### config.mk
export PLATFORM = sky130hd
export DESIGN_NAME = ir_pulse_frame_decoder_core
export DESIGN_NICKNAME = d
export VERILOG_FILES = /design/src/hdl/irpfd_pkg.sv /design/src/hdl/ir_pulse_frame_decoder_core.sv
export VERILOG_INCLUDE_DIRS = /design/src /design/src/hdl
export SDC_FILE = /design/constraint.sdc
export NUM_CORES = 1
export LEC_CHECK = 0
export ABC_AREA = 1
export BUFFER_PORTS_ARGS = -buffer_cell sky130_fd_sc_hd__clkbuf_2
export CELL_PAD_IN_SITES_DETAIL_PLACEMENT = 0
export CELL_PAD_IN_SITES_GLOBAL_PLACEMENT = 1
export CORE_ASPECT_RATIO = 0.75
export CORE_UTILIZATION = 40
export DETAILED_ROUTE_END_ITERATION = 8
export PLACE_DENSITY = 0.79
export SYNTH_ARGS = -nofsm -noshare
export SYNTH_HDL_FRONTEND = slang
export SYNTH_SLANG_ARGS = --single-unit
### constraint.sdc
create_clock -name clk -period 4.9 [get_ports clk]
set_input_delay 0.735 -clock clk [delete_from_list [all_inputs] [get_ports clk]]
set_output_delay 0.735 -clock clk [all_outputs]
set_load 0.02 [all_outputs]
### src/hdl/ir_pulse_frame_decoder_core_assert.svh
// ----------------------------------------------------------------------------
// IR frame decoder assertion macros
// Shared concurrent assertion forms for the decoder RTL.
// ----------------------------------------------------------------------------
`ifndef IR_PULSE_FRAME_DECODER_CORE_ASSERT_SVH
`define IR_PULSE_FRAME_DECODER_CORE_ASSERT_SVH

// Same-cycle implication, off during reset.
`define IRPFD_ASSERT_NOW(lbl, clk_i, rst_ni, ante, cons) \
	lbl: assert property (@(posedge clk_i) disable iff (!rst_ni) (ante) |-> (cons)) \
		else $error("assertion failed: lbl");

// Next-cycle implication, off during reset.
`define IRPFD_ASSERT_NEXT(lbl, clk_i, rst_ni, ante, cons) \
	lbl: assert property (@(posedge clk_i) disable iff (!rst_ni) (ante) |=> (cons)) \
		else $error("assertion failed: lbl");

`endif

### src/hdl/irpfd_pkg.sv
// ----------------------------------------------------------------------------
// IR frame decoder package
// Frame layout constants, register indexes and window helper.
// ----------------------------------------------------------------------------
`default_nettype none

package irpfd_pkg;

	localparam int DUR_W        = 16;
	localparam int PAYLOAD_BITS = 32;
	localparam int FRAME_LEN    = 2 * PAYLOAD_BITS + 3;
	localparam int POS_W        = $clog2(FRAME_LEN + 1);
	localparam int BIT_IDX_W    = $clog2(PAYLOAD_BITS);
	localparam int REG_COUNT    = 8;
	localparam int CFG_IDX_W    = 4;
	localparam int CFG_SEL_W    = $clog2(REG_COUNT);

	localparam logic [DUR_W-1:0] ZERO_SPACE_MIN = 16'd400;
	localparam logic [DUR_W-1:0] ZERO_SPACE_MAX = 16'd700;
	localparam logic [7:0]       BYTE_MASK      = 8'hff;

	typedef enum logic [CFG_IDX_W-1:0] {
		REG_LEAD_PULSE_MIN = 4'd0,
		REG_LEAD_PULSE_MAX = 4'd1,
		REG_LEAD_SPACE_MIN = 4'd2,
		REG_LEAD_SPACE_MAX = 4'd3,
		REG_BIT_PULSE_MIN  = 4'd4,
		REG_BIT_PULSE_MAX  = 4'd5,
		REG_ONE_SPACE_MIN  = 4'd6,
		REG_ONE_SPACE_MAX  = 4'd7
	} reg_idx_t;

	typedef logic [DUR_W-1:0] dur_t;

	localparam dur_t REG_RESET [REG_COUNT] = '{
		16'd8000, 16'd10000, 16'd4000, 16'd5000,
		16'd400, 16'd700, 16'd1500, 16'd1900
	};

	// register file slot of a register index
	function automatic logic [CFG_SEL_W-1:0] reg_sel(input reg_idx_t r);
		return r[CFG_SEL_W-1:0];
	endfunction

	// inclusive window test; an inverted window accepts nothing
	function automatic logic in_window(input dur_t v, input dur_t lo, input dur_t hi);
		return (v >= lo) && (v <= hi);
	endfunction

endpackage

`default_nettype wire

### src/hdl/ir_pulse_frame_decoder_core.sv
// ----------------------------------------------------------------------------
// IR pulse frame decoder core
// Checks mark/space durations of an NEC style frame and emits one decoded
// address/command result per captured waveform.
// ----------------------------------------------------------------------------
//  channel  | dir | payload                                | accept
//  s_axis   | in  | tdata[15:0] duration, tlast last_sample | tvalid & tready
//  m_axis   | out | tdata[7:0] address, [15:8] command,     | tvalid & tready
//           |     | tuser frame_ok                          |
//  cfg      | in  | cfg_index register, cfg_wdata value     | cfg_we
//
//  One duration per cycle unless a last item is stalled; each item is held in
//  the input register, where the window compares and the frame state update
//  run, and a last item then loads the result register.
//  Reset clears frame state, thresholds go to their defaults.
//  A last item waits in the input register only while the result register is
//  full and not being taken; other items never stall.
// ----------------------------------------------------------------------------
`default_nettype none

`include "ir_pulse_frame_decoder_core_assert.svh"

module ir_pulse_frame_decoder_core
	import irpfd_pkg::*;
(
	input  wire logic                 clk,
	input  wire logic                 arst_n,
	input  wire logic                 s_axis_tvalid,
	output logic                      s_axis_tready,
	input  wire logic [DUR_W-1:0]     s_axis_tdata,  // [15:0] duration
	input  wire logic                 s_axis_tlast,  // last_sample
	output logic                      m_axis_tvalid,
	input  wire logic                 m_axis_tready,
	output logic [15:0]               m_axis_tdata,  // [7:0] address, [15:8] command
	output logic                      m_axis_tuser,  // frame_ok
	input  wire logic                 cfg_we,
	input  wire logic [CFG_IDX_W-1:0] cfg_index,
	input  wire logic [DUR_W-1:0]     cfg_wdata
);

	dur_t cfg_q [REG_COUNT];

	logic                    valid_s1;
	dur_t                    dur_s1;
	logic                    last_s1;

	logic [POS_W-1:0]        pos_q;
	logic [PAYLOAD_BITS-1:0] bits_q;
	logic                    failed_q;
	logic                    pulse_ok_q;

	logic                    out_free;
	logic                    s1_take;

	logic [POS_W-1:0]        pos_d;
	logic [PAYLOAD_BITS-1:0] bits_d;
	logic                    failed_d;
	logic                    pulse_ok_d;
	logic [BIT_IDX_W-1:0]    bit_idx;
	logic                    is_one;
	logic                    is_zero;
	logic [7:0]              addr_b;
	logic [7:0]              addr_inv_b;
	logic [7:0]              cmd_b;
	logic [7:0]              cmd_inv_b;
	logic                    frame_ok;

	// configuration registers
	always_ff @(posedge clk or negedge arst_n) begin
		if (!arst_n) begin
			for (int i = 0; i < REG_COUNT; i++) cfg_q[i] <= REG_RESET[i];
		end else if (cfg_we && (cfg_index < CFG_IDX_W'(REG_COUNT))) begin
			cfg_q[cfg_index[CFG_SEL_W-1:0]] <= cfg_wdata;
		end
	end

	assign out_free      = !m_axis_tvalid || m_axis_tready;
	assign s1_take       = valid_s1 && (!last_s1 || out_free);
	assign s_axis_tready = !valid_s1 || s1_take;

	// frame state update for the item in the input register
	always_comb begin
		pos_d      = pos_q;
		bits_d     = bits_q;
		failed_d   = failed_q;
		pulse_ok_d = pulse_ok_q;
		bit_idx    = BIT_IDX_W'(pos_q[POS_W-1:1] - 1'b1);
		is_one     = in_window(dur_s1, cfg_q[reg_sel(REG_ONE_SPACE_MIN)],
			cfg_q[reg_sel(REG_ONE_SPACE_MAX)]);
		is_zero    = in_window(dur_s1, ZERO_SPACE_MIN, ZERO_SPACE_MAX);
		if (pos_q < POS_W'(FRAME_LEN)) begin
			if (pos_q == '0) begin
				if (!in_window(dur_s1, cfg_q[reg_sel(REG_LEAD_PULSE_MIN)],
						cfg_q[reg_sel(REG_LEAD_PULSE_MAX)]))
					failed_d = 1'b1;
			end else if (pos_q == POS_W'(1)) begin
				if (!in_window(dur_s1, cfg_q[reg_sel(REG_LEAD_SPACE_MIN)],
						cfg_q[reg_sel(REG_LEAD_SPACE_MAX)]))
					failed_d = 1'b1;
			end else if (pos_q == POS_W'(FRAME_LEN - 1)) begin
				if (!in_window(dur_s1, cfg_q[reg_sel(REG_BIT_PULSE_MIN)],
						cfg_q[reg_sel(REG_BIT_PULSE_MAX)]))
					failed_d = 1'b1;
			end else if (!pos_q[0]) begin
				pulse_ok_d = in_window(dur_s1, cfg_q[reg_sel(REG_BIT_PULSE_MIN)],
					cfg_q[reg_sel(REG_BIT_PULSE_MAX)]);
			end else begin
				if (!pulse_ok_q) failed_d = 1'b1;
				if (is_one) bits_d[bit_idx] = 1'b1;
				else if (!is_zero) failed_d = 1'b1;
			end
			pos_d = pos_q + 1'b1;
		end
		addr_b     = bits_d[7:0];
		addr_inv_b = bits_d[15:8];
		cmd_b      = bits_d[23:16];
		cmd_inv_b  = bits_d[31:24];
		frame_ok   = (pos_d == POS_W'(FRAME_LEN)) && !failed_d &&
			(addr_b == (~addr_inv_b & BYTE_MASK)) && (cmd_b == (~cmd_inv_b & BYTE_MASK));
	end

	// input register
	always_ff @(posedge clk or negedge arst_n) begin
		if (!arst_n) begin
			valid_s1 <= 1'b0;
		end else if (s_axis_tready) begin
			valid_s1 <= s_axis_tvalid;
		end
	end

	always_ff @(posedge clk) begin
		if (s_axis_tready && s_axis_tvalid) begin
			dur_s1  <= s_axis_tdata;
			last_s1 <= s_axis_tlast;
		end
	end

	// frame state; clear after the last item of a waveform
	always_ff @(posedge clk or negedge arst_n) begin
		if (!arst_n) begin
			pos_q      <= '0;
			bits_q     <= '0;
			failed_q   <= 1'b0;
			pulse_ok_q <= 1'b0;
		end else if (s1_take) begin
			if (last_s1) begin
				pos_q      <= '0;
				bits_q     <= '0;
				failed_q   <= 1'b0;
				pulse_ok_q <= 1'b0;
			end else begin
				pos_q      <= pos_d;
				bits_q     <= bits_d;
				failed_q   <= failed_d;
				pulse_ok_q <= pulse_ok_d;
			end
		end
	end

	// result register
	always_ff @(posedge clk or negedge arst_n) begin
		if (!arst_n) begin
			m_axis_tvalid <= 1'b0;
		end else if (s1_take && last_s1) begin
			m_axis_tvalid <= 1'b1;
		end else if (m_axis_tready) begin
			m_axis_tvalid <= 1'b0;
		end
	end

	always_ff @(posedge clk) begin
		if (s1_take && last_s1) begin
			m_axis_tuser <= frame_ok;
			m_axis_tdata <= frame_ok ? {cmd_b, addr_b} : 16'd0;
		end
	end

	`IRPFD_ASSERT_NEXT(a_clear_after_last, clk, arst_n, s1_take && last_s1,
		pos_q == '0 && bits_q == '0 && !failed_q && !pulse_ok_q)
	`IRPFD_ASSERT_NEXT(a_result_loaded, clk, arst_n, s1_take && last_s1, m_axis_tvalid)
	`IRPFD_ASSERT_NOW(a_stall_only_when_full, clk, arst_n, valid_s1 && !s1_take,
		last_s1 && m_axis_tvalid && !m_axis_tready)
	`IRPFD_ASSERT_NOW(a_pos_bounded, clk, arst_n, 1'b1, pos_q <= POS_W'(FRAME_LEN))

endmodule

`default_nettype wire

==> results.md <==
* Status: completed
* Final Wtd Congestion at 0.870
* Final Cell Area at 13,600 um^2
* Crit start category: register
* Syn nets at 1,641
* Total placed cells including tap cells at 1,887
* EDFF count, synth at 34
* CTS tree: done
* Slew @ Worst Pin at 1210 ps
* Worst Path Required at 5270 ps
* Dpl ws at 950 ps
* Antenna diode count at 0
* Port buffer count at 60
* Core area at 29,300 um^2
* Top Ports at 61
* Unrepaired setup endpoints after global routing: no
* Post-synth top cells: 326 x nand2_1, 248 x inv_1, 171 x o21ai_0, 132 x ha_1, 126 x dfrtp_1
* Ranking of synthesized cells by area: dfrtp_1 26%, ha_1 14%, nand2_1 10%
* Yosys warns at 0
* Antenna-violating nets left at 0
* Static Leakage at 6.55 nW
* Iter 0 DRT Violations at 769
* Most common cell in the netlist: nand2_1
* Synth Area per Inst at 8.20 um^2
* Hold buffer count at CTS at 0
* Tot Pwr at 5.47 mW
* Clk sink count at 205
* First-pass GRT wire length at 50,700 um
* Initial Utilization at 0.410
* WS Path Type: register to register
* Post-Synthesis Cell Area at 12,000 um^2
* Register area share after synthesis at 0.445
* Clock skew at 16.8 ps
* CP arrival at 4390 ps
* Grt total ovfl at 0
* Primary FF master, synth: dfrtp_1
* Endpoints failing hold at 0
* Layout Area Growth over Synthesis at 13.1%
* Final Core Density at 0.464
* DRC violations left at 0
* Drt total wl at 31,500 um
* Vias in the first global route at 8,964
* # H-tree levels at 1
* Die footprint at 30,800 um^2
* Die H at 152 um
* Worst hold path type: input pin to asynchronous set/reset pin
* Post-placement cell area at 12,700 um^2
* Storage element area at 5360 um^2
* CTS resizes at 0
* Gate Count Post-Synth at 1,467
* Worst-Skew Late Latency at 530 ps
* Max Fclk at 0.249 GHz
* Global Route Usage Sum at 0.210
* Max-cap violations at 0
* Hold WS at 238 ps
* Clk buf depth at 3
* Routed len/inst at 16.3 um
* Yosys reg bits at 205
* Fillcell total at 2,942
* Worst reg-to-reg path cell count at 19
* Die Wd at 202 um
* # rows at 54
* Vias per inst at 4.96
* Slew margin rel. at 0.194
* Max Slew Vio Count at 0
* Final period demand of the worst path at 4010 ps
* Critical Path Fanout Max at 29
* Area leader, netlist: dfrtp_1
* Non-filler cells in the finished layout at 1,931
* Multi-input combinational cell area at 5540 um^2
* Setup Viol. Count Final at 0
* Inserted Clock Buffers at 24
* Clock-pin slew on the worst setup and hold paths at 60 ps
* Async SR Flop Fraction at 0.834
* Vias at 9,586
* Nets@finish at 1,695
* Slack of the critical path at 886 ps
* Initial antenna violation count at 0
* Worst IR Drop VDD at 0.225 mV
* Setup TNS at 0 ps
* Top-area cell type share of the netlist area at 0.262
* Pre-Repair DR Iteration Count at 5
* PD cells at 402 nW/um^2
* Layout cells sized above 1 at 0.127
* DP HPWL at 23,000 um
* CTS Root Cell: clkbuf_16
* Post-CTS Setup Bufs at 0
* Synth unique cells at 37
* Fin crit share at 0.819
* Largest net degree at the start of global routing at 83
* CP endpoint kind: register
==> cell families after synthesis <==
logic type / synth area share
compound gates: 0.129
xor+xnor: 0.00364
fa+ha+maj: 0.137
buf+inv: 0.0954
flops: 0.445
simple gates: 0.190
==> layout by cell type, fill, tap and decap left out, types with 25 or more instances in the layout <==
master     instances
clkbuf_2          59
edfxtp_1          34
nand2_1          326
clkbuf_16         25
a21oi_1           81
ha_1             132
dfstp_2           45
inv_1            248
nand3_1           66
nor2_1            87
dfrtp_1          126
o21ai_0          171
==> final timing paths <==
kind | startpoint | to | slack [ps]
worst min-delay path | arst_n | cfg_q[78] | 240
worst max register to register | dur_s1[7] | m_axis_tdata[15] | 890
worst min register to register | cfg_q[25] | cfg_q[25] | 480
worst max-delay path | dur_s1[7] | m_axis_tdata[15] | 890
max in group asynchronous | arst_n | cfg_q[109] | 3710
min in group clk | s_axis_tdata[1] | dur_s1[1] | 380
==> layout make-up <==
type,instances,area share
Clock buffer,31,0.0505
Clock inverter,13,0.0142
Inverter,257,0.0709
Multi-Input combinational cell,964,0.407
Sequential cell,205,0.393
Tap cell,392,0.0360
Timing Repair Buffer,69,0.0284
==> state kept, by name, indices dropped and copies added (netlist names) <==
signal         flops
dur_s1            16
pos_q              7
last_s1            1
cfg_q            128
pulse_ok_q         1
failed_q           1
valid_s1           1
m_axis_tvalid      1
m_axis_tuser       1
bits_q            32
m_axis_tdata      16
==> worst max-delay path, stage by stage (launching register included) <==
cell and delay [ps]:
edfxtp_1 640, ha_1 410, nand2_1 100, nor2_1 150, o21ai_0 120, nand3_1 130, nand2_1 80, nand2_1 70
nand2_1 580, nand2_1 360, inv_1 110, nand2_1 70, nand2_1 60, inv_1 100, nand2_1 60, nand2_1 50
nand3_1 130, nor2_2 160, nand3_4 250, nor2_1 190
==> metal layers <==
metal	vias up	routed length, um	share of wire	global-route usage
met5	-	0	0	0
met4	0	625	0.020	0.0437
met3	45	1730	0.055	0.0325
met2	213	12900	0.41	0.298
met1	4451	16300	0.52	0.333
li1	4877	-	-	-
==> where the power goes <==
group	total [mW]	switching [mW]	internal, mW	leakage, nW
Clock	2.00	0.745	1.25	0.442
Combinational	1.27	0.829	0.443	3.69
Sequential	2.20	0.156	2.05	2.42
Total	5.47	1.73	3.74	6.55
(Power assumes the default switching activity.)
